`src/rtl/core/lcdnw_pkg.sv`:
```
// Package for the LCD nibble writer: request codes, the init command table
// and the command/status structs between controller and datapath.
// No dependencies.
`default_nettype none

package lcdnw_pkg;

   localparam int unsigned REQ_W   = 2;
   localparam int unsigned VALUE_W = 16;
   localparam int unsigned PORT_W  = 2;
   localparam int unsigned NIB_W   = 4;
   localparam int unsigned BYTE_W  = 8;
   localparam int unsigned IDX_W   = 3;
   localparam int unsigned NUM_DIGITS = 5;
   localparam int unsigned INIT_LEN   = 6;

   localparam logic [REQ_W-1:0] REQ_INIT    = 2'd0;
   localparam logic [REQ_W-1:0] REQ_COMMAND = 2'd1;
   localparam logic [REQ_W-1:0] REQ_DATA    = 2'd2;
   localparam logic [REQ_W-1:0] REQ_NUMBER  = 2'd3;

   // Reciprocal of ten: (x * 52429) >> 19 is exact for 16-bit x
   localparam logic [VALUE_W-1:0] RECIP_TEN   = 16'd52429;
   localparam int unsigned        RECIP_SHIFT = 19;
   localparam logic [BYTE_W-1:0]  ASCII_ZERO  = 8'h30;

   typedef struct packed {
      logic load;        // capture a new request
      logic conv_step;   // one divide-by-ten step
      logic emit;        // load the output register
      logic emit_low;    // select low nibble of current byte
      logic emit_last;   // flag this nibble as final
      logic advance;     // move to the next byte
   } lcdnw_cmd_type;

   typedef struct packed {
      logic conv_done;
      logic last_byte;
   } lcdnw_status_type;

   function automatic logic [BYTE_W-1:0] init_byte(input logic [IDX_W-1:0] idx);
      logic [BYTE_W-1:0] b;
      case (idx)
         3'd0:    b = 8'h03;
         3'd1:    b = 8'h02;
         3'd2:    b = 8'h28;
         3'd3:    b = 8'h01;
         3'd4:    b = 8'h06;
         3'd5:    b = 8'h0C;
         default: b = 8'h0C;
      endcase
      return b;
   endfunction

endpackage

`default_nettype wire

```
`src/rtl/core/lcdnw_datapath.sv`:
```
// Datapath of the LCD nibble writer: request capture, decimal conversion,
// byte selection and the output register. Depends on lcdnw_pkg.
`default_nettype none

module lcdnw_datapath (
   input  wire logic                             clock,
   input  wire logic                             reset,
   input  wire logic [lcdnw_pkg::REQ_W-1:0]      req_type,
   input  wire logic [lcdnw_pkg::VALUE_W-1:0]    req_operand_value,
   input  wire logic                             csr_wr_en,
   input  wire logic [lcdnw_pkg::PORT_W-1:0]     csr_wr_data,
   input  wire lcdnw_pkg::lcdnw_cmd_type         cmd,
   output      lcdnw_pkg::lcdnw_status_type      status,
   output      logic                             rsp_reg_select,
   output      logic [lcdnw_pkg::NIB_W-1:0]      rsp_nibble,
   output      logic [lcdnw_pkg::PORT_W-1:0]     rsp_port,
   output      logic                             rsp_last
);

   logic [lcdnw_pkg::PORT_W-1:0]  lcd_port_ff;
   logic [lcdnw_pkg::REQ_W-1:0]   mode_ff, mode_in;
   logic [lcdnw_pkg::VALUE_W-1:0] value_ff, value_in;
   logic [lcdnw_pkg::IDX_W-1:0]   idx_ff, idx_in;
   logic [lcdnw_pkg::NIB_W-1:0]   digits_ff [lcdnw_pkg::NUM_DIGITS];

   logic [2*lcdnw_pkg::VALUE_W-1:0] product;
   logic [lcdnw_pkg::VALUE_W-1:0]   quot;
   logic [lcdnw_pkg::VALUE_W-1:0]   rem_full;
   logic [lcdnw_pkg::NIB_W-1:0]     rem;
   logic [lcdnw_pkg::BYTE_W-1:0]    cur_byte;
   logic                            cur_rs;
   logic                            conv_done;
   logic                            last_byte;

   logic                            rs_ff;
   logic [lcdnw_pkg::NIB_W-1:0]     nib_ff;
   logic [lcdnw_pkg::PORT_W-1:0]    port_ff;
   logic                            last_ff;

   always_ff @(posedge clock) begin
      if (reset) begin
         lcd_port_ff <= '0;
      end else if (csr_wr_en) begin
         lcd_port_ff <= csr_wr_data;
      end
   end

   // Divide by ten through the reciprocal, remainder by shift-and-subtract
   assign product  = value_ff * lcdnw_pkg::RECIP_TEN;
   assign quot     = lcdnw_pkg::VALUE_W'(product >> lcdnw_pkg::RECIP_SHIFT);
   assign rem_full = value_ff - (quot << 3) - (quot << 1);
   assign rem      = rem_full[lcdnw_pkg::NIB_W-1:0];

   assign conv_done = (quot == '0) ||
                      (idx_ff == lcdnw_pkg::IDX_W'(lcdnw_pkg::NUM_DIGITS - 1));

   assign status = '{conv_done: conv_done, last_byte: last_byte};

   always_comb begin
      mode_in  = mode_ff;
      value_in = value_ff;
      idx_in   = idx_ff;
      if (cmd.load) begin
         mode_in  = req_type;
         value_in = req_operand_value;
         idx_in   = '0;
      end else if (cmd.conv_step) begin
         value_in = quot;
         if (!conv_done) begin
            idx_in = idx_ff + 1'b1;
         end
      end else if (cmd.advance) begin
         // init walks the table upward, digits go out most significant first
         if (mode_ff == lcdnw_pkg::REQ_NUMBER) begin
            idx_in = idx_ff - 1'b1;
         end else begin
            idx_in = idx_ff + 1'b1;
         end
      end
   end

   always_ff @(posedge clock) begin
      mode_ff  <= mode_in;
      value_ff <= value_in;
      idx_ff   <= idx_in;
      if (cmd.conv_step) begin
         digits_ff[idx_ff] <= rem;
      end
   end

   always_comb begin
      cur_byte  = value_ff[lcdnw_pkg::BYTE_W-1:0];
      cur_rs    = 1'b0;
      last_byte = 1'b1;
      case (mode_ff)
         lcdnw_pkg::REQ_INIT: begin
            cur_byte  = lcdnw_pkg::init_byte(idx_ff);
            last_byte = (idx_ff == lcdnw_pkg::IDX_W'(lcdnw_pkg::INIT_LEN - 1));
         end
         lcdnw_pkg::REQ_COMMAND: begin
            cur_rs = 1'b0;
         end
         lcdnw_pkg::REQ_DATA: begin
            cur_rs = 1'b1;
         end
         lcdnw_pkg::REQ_NUMBER: begin
            cur_rs    = 1'b1;
            cur_byte  = lcdnw_pkg::ASCII_ZERO
                        + lcdnw_pkg::BYTE_W'(digits_ff[idx_ff]);
            last_byte = (idx_ff == '0);
         end
         default: begin
            cur_rs = 1'b0;
         end
      endcase
   end

   always_ff @(posedge clock) begin
      if (cmd.emit) begin
         rs_ff   <= cur_rs;
         nib_ff  <= cmd.emit_low ? cur_byte[lcdnw_pkg::NIB_W-1:0]
                                 : cur_byte[lcdnw_pkg::BYTE_W-1:lcdnw_pkg::NIB_W];
         port_ff <= lcd_port_ff;
         last_ff <= cmd.emit_last;
      end
   end

   assign rsp_reg_select = rs_ff;
   assign rsp_nibble     = nib_ff;
   assign rsp_port       = port_ff;
   assign rsp_last       = last_ff;

endmodule

`default_nettype wire

```
`src/rtl/core/lcdnw_ctrl.sv`:
```
// Controller of the LCD nibble writer: request handshake, conversion and
// nibble sequencing, output valid. Depends on lcdnw_pkg.
`default_nettype none

module lcdnw_ctrl (
   input  wire logic                         clock,
   input  wire logic                         reset,
   input  wire logic                         req_valid,
   output      logic                         req_ready,
   input  wire logic [lcdnw_pkg::REQ_W-1:0]  req_type,
   output      logic                         rsp_valid,
   input  wire logic                         rsp_ready,
   input  wire lcdnw_pkg::lcdnw_status_type  status,
   output      lcdnw_pkg::lcdnw_cmd_type     cmd
);

   localparam logic [1:0] ST_IDLE    = 2'd0;
   localparam logic [1:0] ST_CONV    = 2'd1;
   localparam logic [1:0] ST_SEND_HI = 2'd2;
   localparam logic [1:0] ST_SEND_LO = 2'd3;

   logic [1:0] state_ff, state_in;
   logic       valid_ff, valid_in;
   logic       out_free;

   assign out_free  = !valid_ff || rsp_ready;
   assign req_ready = (state_ff == ST_IDLE);

   always_comb begin
      state_in = state_ff;
      cmd      = '0;
      case (state_ff)
         ST_IDLE: begin
            if (req_valid) begin
               cmd.load = 1'b1;
               state_in = (req_type == lcdnw_pkg::REQ_NUMBER) ? ST_CONV : ST_SEND_HI;
            end
         end
         ST_CONV: begin
            cmd.conv_step = 1'b1;
            if (status.conv_done) begin
               state_in = ST_SEND_HI;
            end
         end
         ST_SEND_HI: begin
            if (out_free) begin
               cmd.emit = 1'b1;
               state_in = ST_SEND_LO;
            end
         end
         ST_SEND_LO: begin
            if (out_free) begin
               cmd.emit      = 1'b1;
               cmd.emit_low  = 1'b1;
               cmd.emit_last = status.last_byte;
               cmd.advance   = !status.last_byte;
               state_in      = status.last_byte ? ST_IDLE : ST_SEND_HI;
            end
         end
         default: begin
            state_in = ST_IDLE;
         end
      endcase
   end

   // hold valid until taken, reload on each emitted nibble
   assign valid_in = cmd.emit ? 1'b1 : (rsp_ready ? 1'b0 : valid_ff);

   always_ff @(posedge clock) begin
      if (reset) begin
         state_ff <= ST_IDLE;
         valid_ff <= 1'b0;
      end else begin
         state_ff <= state_in;
         valid_ff <= valid_in;
      end
   end

   assign rsp_valid = valid_ff;

endmodule

`default_nettype wire

```
`src/rtl/core/lcd_nibble_writer.sv`:
```
// Top level of the LCD nibble writer: controller plus datapath.
// Depends on lcdnw_pkg, lcdnw_ctrl and lcdnw_datapath.
//
// Usage:
//   Request channel (req_valid/req_ready): req_type selects init (six
//   commands), command byte, data byte or decimal number; req_operand_value
//   carries the byte (low 8 bits) or the 16-bit number.
//   Result channel (rsp_valid/rsp_ready): one nibble per result, high nibble
//   of each byte first, with register select, the configured port and a
//   last flag on the final nibble of the request.
//   csr_wr_en/csr_wr_data set the output pin group; write it only when idle.
// Timing:
//   A number request converts one decimal digit (1 to 5) per cycle in the
//   shared divide-by-ten step. Nibbles follow at one per cycle into the
//   output register while the result channel is not stalled; for byte
//   requests the first result passes through ST_SEND_HI into the output
//   register after acceptance. One request is in work at a time; req_ready
//   is high when idle.
// Reset clears the controller and the port register to zero; a stalled
// result holds its payload and the sequencer waits until it is taken.
`default_nettype none

module lcd_nibble_writer (
   input  wire logic                            clock,
   input  wire logic                            reset,
   input  wire logic                            req_valid,
   output      logic                            req_ready,
   input  wire logic [lcdnw_pkg::REQ_W-1:0]     req_type,
   input  wire logic [lcdnw_pkg::VALUE_W-1:0]   req_operand_value,
   output      logic                            rsp_valid,
   input  wire logic                            rsp_ready,
   output      logic                            rsp_reg_select,
   output      logic [lcdnw_pkg::NIB_W-1:0]     rsp_nibble,
   output      logic [lcdnw_pkg::PORT_W-1:0]    rsp_port,
   output      logic                            rsp_last,
   input  wire logic                            csr_wr_en,
   input  wire logic [lcdnw_pkg::PORT_W-1:0]    csr_wr_data
);

   lcdnw_pkg::lcdnw_cmd_type    cmd;
   lcdnw_pkg::lcdnw_status_type status;

   lcdnw_ctrl u_ctrl (
      .clock     (clock),
      .reset     (reset),
      .req_valid (req_valid),
      .req_ready (req_ready),
      .req_type  (req_type),
      .rsp_valid (rsp_valid),
      .rsp_ready (rsp_ready),
      .status    (status),
      .cmd       (cmd)
   );

   lcdnw_datapath u_datapath (
      .clock             (clock),
      .reset             (reset),
      .req_type          (req_type),
      .req_operand_value (req_operand_value),
      .csr_wr_en         (csr_wr_en),
      .csr_wr_data       (csr_wr_data),
      .cmd               (cmd),
      .status            (status),
      .rsp_reg_select    (rsp_reg_select),
      .rsp_nibble        (rsp_nibble),
      .rsp_port          (rsp_port),
      .rsp_last          (rsp_last)
   );

endmodule

`default_nettype wire

```
`config.mk`:
```
export PLATFORM = sky130hd
export DESIGN_NAME = lcd_nibble_writer
export DESIGN_NICKNAME = d
export VERILOG_FILES = /design/src/rtl/core/lcdnw_pkg.sv /design/src/rtl/core/lcdnw_datapath.sv /design/src/rtl/core/lcdnw_ctrl.sv /design/src/rtl/core/lcd_nibble_writer.sv
export SDC_FILE = /design/constraint.sdc
export NUM_CORES = 1
export LEC_CHECK = 0
export ABC_AREA = 1
export BUFFER_PORTS_ARGS = -buffer_cell sky130_fd_sc_hd__buf_2
export CAP_MARGIN = 15
export CORE_UTILIZATION = 38
export CTS_CLUSTER_SIZE = 8
export DETAILED_ROUTE_END_ITERATION = 8
export MAX_ROUTING_LAYER = met4
export PLACE_DENSITY = 0.52
export SETUP_SLACK_MARGIN = 0.05
export SLEW_MARGIN = 20
export SYNTH_ARGS = -nofsm -noshare
export SYNTH_HDL_FRONTEND = slang
export SYNTH_SLANG_ARGS = --single-unit
```
`constraint.sdc`:
```
create_clock -name clock -period 9.6 [get_ports clock]
set_clock_uncertainty 0.1 [all_clocks]
set_input_delay 1.44 -clock clock [delete_from_list [all_inputs] [get_ports clock]]
set_output_delay 1.44 -clock clock [all_outputs]
set_load 0.01 [all_outputs]
```
Yosys cells after proc, flatten, opt, wreduce, memory -nomap -nowiden
Memory sizes are Yosys's and may differ from the RTL's. A register that Yosys moved wholly into a read port is not among the register bits.
Cells that the tools add are included.

word-level totals
  register bits after elaboration = 34
  RAM bits = 20
  input port bits = 25
  output and inout port bits = 10
  memories = 1

cells by class
  add/sub/neg operators = 5
  $mul = 1
  equality and inequality tests = 16
  muxes and demuxes = 31
  reductions and logical operators = 15

memory list
  memory                depth  width  rd ports  clocked after Yosys merged registers in  write ports  line                  source
  u_datapath.digits_ff  5      4      1         1                                        1            lcdnw_datapath.sv:24  logic [lcdnw_pkg::NIB_W-1:0] digits_ff [lcdnw_pkg::NUM_DIGITS];

operators by type and width
  cell                                                                      count
  16-bit by 16-bit multiplier with 32-bit output (second input constant)    1
  16-bit 2-to-1 mux                                                         2
  6-bit case mux with 5 select lines                                        1
  3-bit 2-to-1 mux                                                          7
  16-bit logical NOT                                                        1
  8-bit case mux with 2 select lines                                        1
  2-bit 2-to-1 mux                                                          6
  2-bit == test (second input constant)                                     5
  1-bit 2-to-1 mux                                                          9
  4-bit 2-to-1 mux                                                          2
  2-bit case mux with 4 select lines                                        1
  4-bit subtractor                                                          2
  6-bit by 4-bit adder with 7-bit output (first input constant)             1
  3-bit by 2-bit == test with 1-bit output (second input constant)          2
  3-bit == test (second input constant)                                     2
  2-bit by 1-bit inequality test with 1-bit output (second input constant)  3
  2-bit nonzero test                                                        3
  2-bit logical NOT                                                         2
  2-bit inequality test (second input constant)                             2
  1-bit case mux with 2 select lines                                        2
  2-bit AND reduction                                                       2
  4-bit AND reduction                                                       1
  3-bit by 1-bit adder with 3-bit output (second input constant)            1
  3-bit by 1-bit == test with 1-bit output (second input constant)          1
  6 further kinds                                                           8

Logic depth before layout (Yosys ltp)
Gate-level depths: netlist of run 1.

  depth in word-level cells = 9
  gate-level depth with buffers = 31
  gate-level depth less buffers = 31

Cells and area by module
Synthesis of run 1 repeated with hierarchy kept, for this count alone.

second synthesis, totals
  cell total of the unflattened synthesis = 1,029
  area, all modules = 8,212.9 µm²

modules (own cells, without submodules)
  module          times used  cells an instance  area an instance (µm²)  sequential area each (µm²)
  lcdnw_datapath  1           989                7,976.4                 1,541.5
  lcdnw_ctrl      1           40                 236.5                   60.1

Worst setup path after synthesis of run 1
No wires, ideal clock.

  path type = register to register
  start = register u_datapath.value_ff[6] (netlist name)
  end = memory u_datapath.digits_ff[0][3] (netlist name) (data pin)
  data arrival time = 5,131 ps
  data required time = 9,222 ps
  setup slack = 4,092 ps
  stages on the path, launching flop included = 25
  buffers on the path = 0
  period minus slack after synthesis = 5,508 ps
  cell sequence = edfxtp_1 ha_1 inv_1 fa_1 inv_1 fa_1 fa_1 fa_1 inv_1 fa_1 inv_1 ha_1 nand2_1 inv_1 nand2_1 o21ai_0 inv_1 nand2_1 nand2_1 nand2_1 inv_1 ha_1 xnor2_1 xor2_1 xnor2_1

between the ends
  longest elaborated chain between the ends = 3

RTL lines
  item                                              line                  source
  from (decl)                                       lcdnw_datapath.sv:22  logic [lcdnw_pkg::VALUE_W-1:0] value_ff, value_in;
  from (signal assigned)                            lcdnw_datapath.sv:84  value_ff <= value_in;
  16-bit by 16-bit multiplier with 32-bit output *  lcdnw_datapath.sv:49  assign product = value_ff * lcdnw_pkg::RECIP_TEN;
  4-bit subtractor                                  lcdnw_datapath.sv:51  assign rem_full = value_ff - (quot << 3) - (quot << 1);
  4-bit subtractor *                                lcdnw_datapath.sv:51
  named net u_datapath.rem_full, one bit            lcdnw_datapath.sv:28  logic [lcdnw_pkg::VALUE_W-1:0] rem_full;
  to (decl)                                         lcdnw_datapath.sv:24

The timed path passes the listed nets; every way through them passes the cells marked *.

Final worst setup path of run 1
  start = register u_datapath.value_ff[0] (netlist name)
  end = memory u_datapath.digits_ff[0][3] (netlist name) (data pin)

between the ends
  longest elaborated chain between the ends = 3

RTL lines
  item                                            line
  16-bit by 16-bit multiplier with 32-bit output  lcdnw_datapath.sv:49
  4-bit subtractor                                lcdnw_datapath.sv:51
  4-bit subtractor *                              lcdnw_datapath.sv:51
  named net u_datapath.rem_full, one bit          lcdnw_datapath.sv:28

Marks and branches as above.

==> impl_metrics.py, run 1 <==
metrics = {
    "status": {
        "status": "completed",
    },
    "sta": {
        "timing.setup.tns_ps": 0,
        "finalCritPeriodShare_pct": 65.8,
        "hold_ws_ps": 333,
        "fin_ws_ps": 3290,
        "finalSetupViolCount": 0,
        "worst_pin_slew_ps": 981,
        "slew_headroom_pct": 34.5,
        "layout_min_cycle_time_ps": 6310,
        "timing_hold_violations_final": 0,
        "unrepaired_setup_endpoints_after_global_routing": "no",
        "clock.fmax_mhz": 158,
        "timing_max_transition_violations_final": 0,
    },
    "finish": {
        "ff_latch_area_um2": 1600,
        "fillerInstances": 2120,
        "flow.area_growth_from_synthesis_pct": 10.2,
        "fraction_of_final_layout_cells_sized_beyond_drive_strength_1_pct": 5.73,
        "num-nets-final": 1291,
        "insertedDiodeCount": 0,
        "multi_input_area_um2": 5460,
    },
    "setup_path": {
        "destination_of_the_worst_register_to_register_timing_path": "u_datapath.digits_ff[0][3]",
        "timing.critical_path.required_ps": 9600,
        "r2r-start": "u_datapath.value_ff[0]",
        "setup.reg_to_reg.worst_slack_ps": 3290,
        "endpoint_kind": "flip-flop",
        "critPathSlowestCell": "edfxtp_1",
        "biggest_fanout_along_the_worst_timing_path": 8,
        "critical_path_arrival_ps": 6320,
        "path_common_cell": "inv_1",
        "path_class": "reg2reg",
        "timing.critical_path.slowest_cell_delay_ps": 580,
        "worstRegToRegCells": 28,
        "start_kind": "flip-flop",
    },
    "routing": {
        "remaining_drc_errors": 0,
        "post_drt_wl_per_cell_um": 17.0,
        "drt_first_iter_violations": 284,
        "detail_route.wirelength_um": 22400,
        "antenna_violating_nets_post_route": 0,
        "drt-pass1-iter-count": 5,
        "route.detailed.vias_per_inst": 4.76,
        "detailroute.via_count": 6273,
    },
    "grt": {
        "grt_start_max_net_pins": 21,
        "via_count_of_the_first_global_routing_pass": 6307,
        "groute.usage.overall_pct": 22.5,
        "antenna_found_initial": 0,
        "grt_pass1_wl_um": 35400,
        "grt_overflow_total": 0,
    },
    "placement": {
        "dpl.hpwl_um": 19400,
        "port_buffers": 34,
        "place_ws_ps": 3310,
        "gp_congestion": 0.938,
    },
    "clock_network": {
        "clk-insertion-delay-late_ps": 340,
        "cts_hold_buffers": 0,
        "worst_setup_hold_path_clk_slew_ps": 70,
        "cts_resized": 0,
        "cts_max_level": 3,
        "ctsRootBufferMaster": "clkbuf_16",
        "clock_buffers_created_by_tritoncts": 9,
        "cts_setup_buffers": 0,
        "cts_tree": "done",
        "cts_max_path_buffers": 2,
        "tritoncts_num_sinks": 57,
    },
    "die": {
        "design.core.area_um2": 20500,
        "floorplan.io_pins": 35,
        "fp.dieH_um": 148,
        "floorplan.initialDensity_pct": 39.4,
        "die_area_um2": 21800,
        "rows": 52,
        "dieWidth_um": 148,
    },
    "yosys": {
        "net_count_of_the_mapped_netlist": 1252,
        "ys_types": 35,
        "count_of_flip_flops_with_a_built_in_enable_after_synthesis": 46,
        "synth_top_flop_cell": "edfxtp_1",
        "yosysTopAreaCell": "ha_1",
        "synth_commonest_cells": "261 x inv_1, 203 x nand2_1, 144 x ha_1",
        "synthDominantCellAreaShare_pct": 22.3,
        "post_synthesis_instance_total": 1003,
        "post_synth_main_area_contributors": "ha_1 22%, fa_1 20%, edfxtp_1 17%",
        "post-synth-top-count-cell": "inv_1",
        "ys_async_sr_fraction_pct": 0,
        "synth.yosys.seq_area_share_pct": 19.9,
        "synth_seq_cells": 57,
        "post_synth.cell_area_avg_um2": 8.04,
        "synth_area_um2": 8070,
        "yosys_warnings": 0,
    },
    "min_path": {
        "hold_path_end": "u_datapath.rsp_port[0]",
        "timing.hold.worst.class": "reg2reg",
        "whs_path_depth": 0,
        "worst_hold_startpoint": "u_datapath.lcd_port_ff[0]",
    },
    "flow_run": {
        "drv.max_cap_violation_count": 0,
    },
}
[metal layers]
layer / global-route usage, % / wire (um) / part of all wire (%) / vias to the layer above
li1: - / - / - / 3187
met1: 32.7 / 11500 / 51 / 2942
met2: 34.0 / 9810 / 44 / 124
met3: 1.67 / 683 / 3.1 / 20
met4: 5.36 / 363 / 1.6 / 0
met5: - / 0 / 0 / -
[state kept, by name (all words and copies together), names as in the netlist, named ones only]
signal and flops:
u_datapath.digits_ff 20, u_datapath.idx_ff 3, u_ctrl.rsp_valid 1, u_datapath.rsp_last 1, u_datapath.rsp_reg_select 1, u_datapath.rsp_nibble 4, u_datapath.rsp_port 2, u_datapath.lcd_port_ff 2
u_datapath.mode_ff 2, u_ctrl.state_ff 2, u_datapath.value_ff 16
[worst max path at each step]
stage                            from                          to  cells past startpoint
4_1_cts        u_datapath.value_ff[0]  u_datapath.digits_ff[0][3]                     28
5_1_grt        u_datapath.value_ff[0]  u_datapath.digits_ff[0][3]                     28
6_report       u_datapath.value_ff[0]  u_datapath.digits_ff[0][3]                     28
3_3_place_gp   u_datapath.value_ff[0]  u_datapath.digits_ff[1][3]                     28
2_1_floorplan  u_datapath.value_ff[6]  u_datapath.digits_ff[0][3]                     24
3_5_place_dp   u_datapath.value_ff[0]  u_datapath.digits_ff[3][3]                     28
[logic make-up (layout without fill, tap and decap cells)]
logic type / Yosys count / after routing / share of synthesized area, %
AND/OR/NAND/NOR: 350 / 350 / 17.9
buffers and inverters: 269 / 313 / 12.5
adder cells (fa/ha/maj): 224 / 224 / 42.2
AO/OA/AOI/OAI: 89 / 89 / 6.03
flip-flops: 57 / 57 / 19.9
XOR/XNOR: 13 / 13 / 1.41
multiplexers: 1 / 1 / 0.124
[cell type report]
class,count,share of cell area [%]
multi-input cells,677,61.4
repair buffers,34,1.91
clock inverters,3,0.479
inverters,263,11.1
flip-flops and latches,57,18.0
clock buffers,13,3.29
well taps,270,3.80
[stage by stage]
stage | instance area [um^2] | util [%] | std cells
after floorplan | 8070 | - | 1003
after global placement | 8550 | 41.7 | 1301
after detailed placement | 8550 | 41.7 | 1301
after CTS | 8890 | 43.4 | 1317
after global routing | 8890 | 43.4 | 1317
final | 8890 | 43.4 | 1317
[cells in the final DEF, fill, tap and decap left out, types with 2 or more instances in the layout]
cell type,netlist,final
nand3b_1,4,4
nand4_1,6,6
a21oi_1,31,31
o21ai_0,36,36
edfxtp_1,46,46
nor2_4,2,2
a21o_1,2,2
nand2_2,2,2
dfxtp_1,11,11
xor2_1,4,4
inv_1,261,261
a211oi_1,3,3
o21bai_1,2,2
clkbuf_16,0,11
and2_1,2,2
inv_2,2,2
or2_2,2,2
buf_2,0,34
fa_1,80,80
nor3_1,8,8
a31oi_1,7,7
nor2_1,85,85
o22ai_1,4,4
nand3_1,32,32
nand2_1,203,203
ha_1,144,144
xnor2_1,9,9
[worst max-delay path, delay by kind of cell, from the launching register on]
family          cells  cell delay (ps)
xor+xnor            3              640
flops               1              580
compound gates      1              240
fa+ha+maj           8             3270
buf+inv            10              760
simple gates        6              470
Power of run 1 is left out: the tool's default activity adds up to more than one toggle a clock period on the data nets, which glitch-free logic cannot reach.
==> inputs of run 2 (changes only) <==
- clock period: 9.6 -> 6.14 ns (I/O delays scaled with it)
==> run 2 against run 1 <==
  * Setup slack got worse by 3000 ps
  * Final cell count up 3.5%
  * Final area increased by 5.1%
  * Routed wire length shrank 0.30%
  * Via count rose by 1.8%
  * Core utilization increased by 2.2 points
  * Maximum frequency grew 7.3%
  * Register-to-register slack got worse by 3000 ps
  * Sequential cell count stayed put
  * Critical path type unchanged
  * Hold slack improved by 3.3 ps
==> impl_metrics.py, run 2 (same netlist as run 1, synthesis figures left out) <==
metrics = {
    "finish": {
        "num-nets-final": 1337,
        "register_ranked_first_by_flip_flop_count": "u_datapath.digits_ff",
        "insertedDiodeCount": 0,
        "leading_cell_types_in_the_layout_fill_and_taps_excluded": "260 x inv_1, 201 x nand2_1, 132 x ha_1, 81 x nor2_1, 80 x fa_1",
        "finalNonFillerCells": 1363,
        "fillerInstances": 2062,
        "flow.area_growth_from_synthesis_pct": 15.8,
        "fraction_of_final_layout_cells_sized_beyond_drive_strength_1_pct": 11.7,
        "max_ffs_per_register": 20,
        "commonest_non_fill_non_tap_cell_in_the_layout": "inv_1",
        "final_design_area_no_fill_um2": 9340,
    },
    "clock_network": {
        "tritoncts_num_sinks": 57,
        "cts_tree": "done",
        "clock_buffers_created_by_tritoncts": 9,
        "cts_hold_buffers": 0,
        "ctsRootBufferMaster": "clkbuf_16",
        "worst_setup_hold_path_clk_slew_ps": 70,
        "cts_max_path_buffers": 2,
        "clk-insertion-delay-late_ps": 350,
        "cts_max_level": 3,
    },
    "min_path": {
        "whs_path_depth": 0,
        "timing.hold.worst.class": "reg2reg",
        "worst_hold_startpoint": "u_datapath.lcd_port_ff[0]",
        "hold_path_end": "u_datapath.rsp_port[0]",
    },
    "setup_path": {
        "path_common_cell": "inv_1",
        "destination_of_the_worst_register_to_register_timing_path": "u_datapath.digits_ff[0][3]",
        "timing.critical_path.slowest_cell_delay_ps": 550,
        "start_kind": "flip-flop",
        "critical_path_arrival_ps": 5850,
        "startpoint": "u_datapath.value_ff[7]",
        "worstRegToRegCells": 24,
        "critPathSlowestCell": "fa_1",
        "r2r-start": "u_datapath.value_ff[7]",
        "path_class": "reg2reg",
        "endpoint_kind": "flip-flop",
        "timing.critical_path.buf_inv": 6,
        "timing.critical_path.required_ps": 6110,
        "biggest_fanout_along_the_worst_timing_path": 5,
        "setup.reg_to_reg.worst_slack_ps": 260,
        "critical_path.top_delay_family": "adder cells",
        "timing.critical_path.cells": "ha_4 > inv_1 > fa_1 > inv_1 > fa_1 > fa_1 > fa_1 > fa_1 > ha_1 > nand2_1 > inv_1 > nand2_1 > nand2_1 > inv_1 > o21ai_2 > inv_1 > nand2_1 > nand2_1 > nand2_2 > inv_1 > ha_1 > xnor2_1 > xor2_1 > xnor2_2",
    },
    "die": {
        "floorplan.io_pins": 35,
        "design.core.area_um2": 20500,
        "rows": 52,
        "floorplan.initialDensity_pct": 39.4,
        "die_area_um2": 21800,
        "dieWidth_um": 148,
        "fp.dieH_um": 148,
    },
    "routing": {
        "drt-pass1-iter-count": 4,
        "post_drt_wl_per_cell_um": 16.4,
        "m1WireLength_um": 11500,
        "route.detailed.vias_per_inst": 4.68,
        "antenna_violating_nets_post_route": 0,
        "met3RoutedLength_um": 645,
        "detail_route.wirelength_um": 22300,
        "wl_met2_um": 9800,
        "detailroute.via_count": 6384,
        "remaining_drc_errors": 0,
        "drt_first_iter_violations": 313,
        "route.top_layer_used": "met4",
    },
    "sta": {
        "timing_max_transition_violations_final": 0,
        "fin_ws_ps": 257,
        "finalCritPeriodShare_pct": 95.8,
        "finalSetupViolCount": 0,
        "unrepaired_setup_endpoints_after_global_routing": "no",
        "hold_ws_ps": 336,
        "clock.fmax_mhz": 170,
        "worst_pin_slew_ps": 932,
        "timing_hold_violations_final": 0,
        "slew_headroom_pct": 37.7,
        "layout_min_cycle_time_ps": 5880,
    },
    "status": {
        "status": "completed",
    },
    "placement": {
        "placedCellCount": 1327,
        "post_dp_cell_area_um2": 8750,
        "place_ws_ps": -45.6,
        "gp_congestion": 0.913,
        "dpl.hpwl_um": 19300,
        "port_buffers": 34,
    },
    "grt": {
        "grt_pass1_wl_um": 35500,
        "groute.usage.overall_pct": 22.4,
        "grt_start_max_net_pins": 21,
        "grt_overflow_total": 0,
        "via_count_of_the_first_global_routing_pass": 6520,
        "antenna_found_initial": 0,
    },
    "flow_run": {
        "drv.max_cap_violation_count": 0,
    },
}
[run 2: final cells by class]
class | instances | area, um^2 | area share [%]
Multi-Input combinational cell | 677 | 5610 | 60.0
Sequential cell | 57 | 1600 | 17.1
Inverter | 263 | 987 | 10.6
Timing Repair Buffer | 80 | 515 | 5.52
Tap cell | 270 | 338 | 3.62
Clock buffer | 9 | 225 | 2.41
Clock inverter | 7 | 70.1 | 0.750
[run 2: what timing repair did]
action | 4_1_cts | 5_1_grt
endpoints found under the setup margin | 5 | 18
gates resized for setup | 1 | 23
pin swaps | 0 | 9
gates cloned | 0 | 0
buffers inserted | 2 | 18
[run 2: worst max path at each step]
stage	end	depth (start not counted)	slack (ps)
after floorplan	u_datapath.digits_ff[0][3]	24	630
after global placement	u_datapath.digits_ff[2][3]	27	-6
after detailed placement	u_datapath.digits_ff[3][3]	27	-50
after CTS	u_datapath.digits_ff[0][3]	28	80
after global routing	u_datapath.digits_ff[2][3]	25	40
final	u_datapath.digits_ff[0][3]	24	260
[run 2: through the flow]
step,TNS [ps],util (%)
5_1_grt,0,45.6
2_1_floorplan,0,-
3_3_place_gp,-29.2,42.7
4_1_cts,0,44.2
6_report,0,45.6
3_5_place_dp,-228,42.7
[run 2: worst register-to-register path: stages, from the launching register on]
cell and delay (ps):
edfxtp_1 510, ha_4 330, inv_1 100, fa_1 550, inv_1 50, fa_1 540
fa_1 480, fa_1 530, fa_1 500, ha_1 330, nand2_1 80, inv_1 80
nand2_1 60, nand2_1 100, inv_1 70, o21ai_2 60, inv_1 70, nand2_1 60
nand2_1 50, nand2_2 100, inv_1 70, ha_1 190, xnor2_1 180, xor2_1 260
xnor2_2 150
[run 2: layer usage]
metal / global-route usage (%) / vias up
li1: - / 3278
met1: 31.8 / 2989
met2: 33.9 / 92
met3: 2.93 / 25
met4: 4.90 / 0
met5: - / -
Power of run 2 is left out for the same reason.
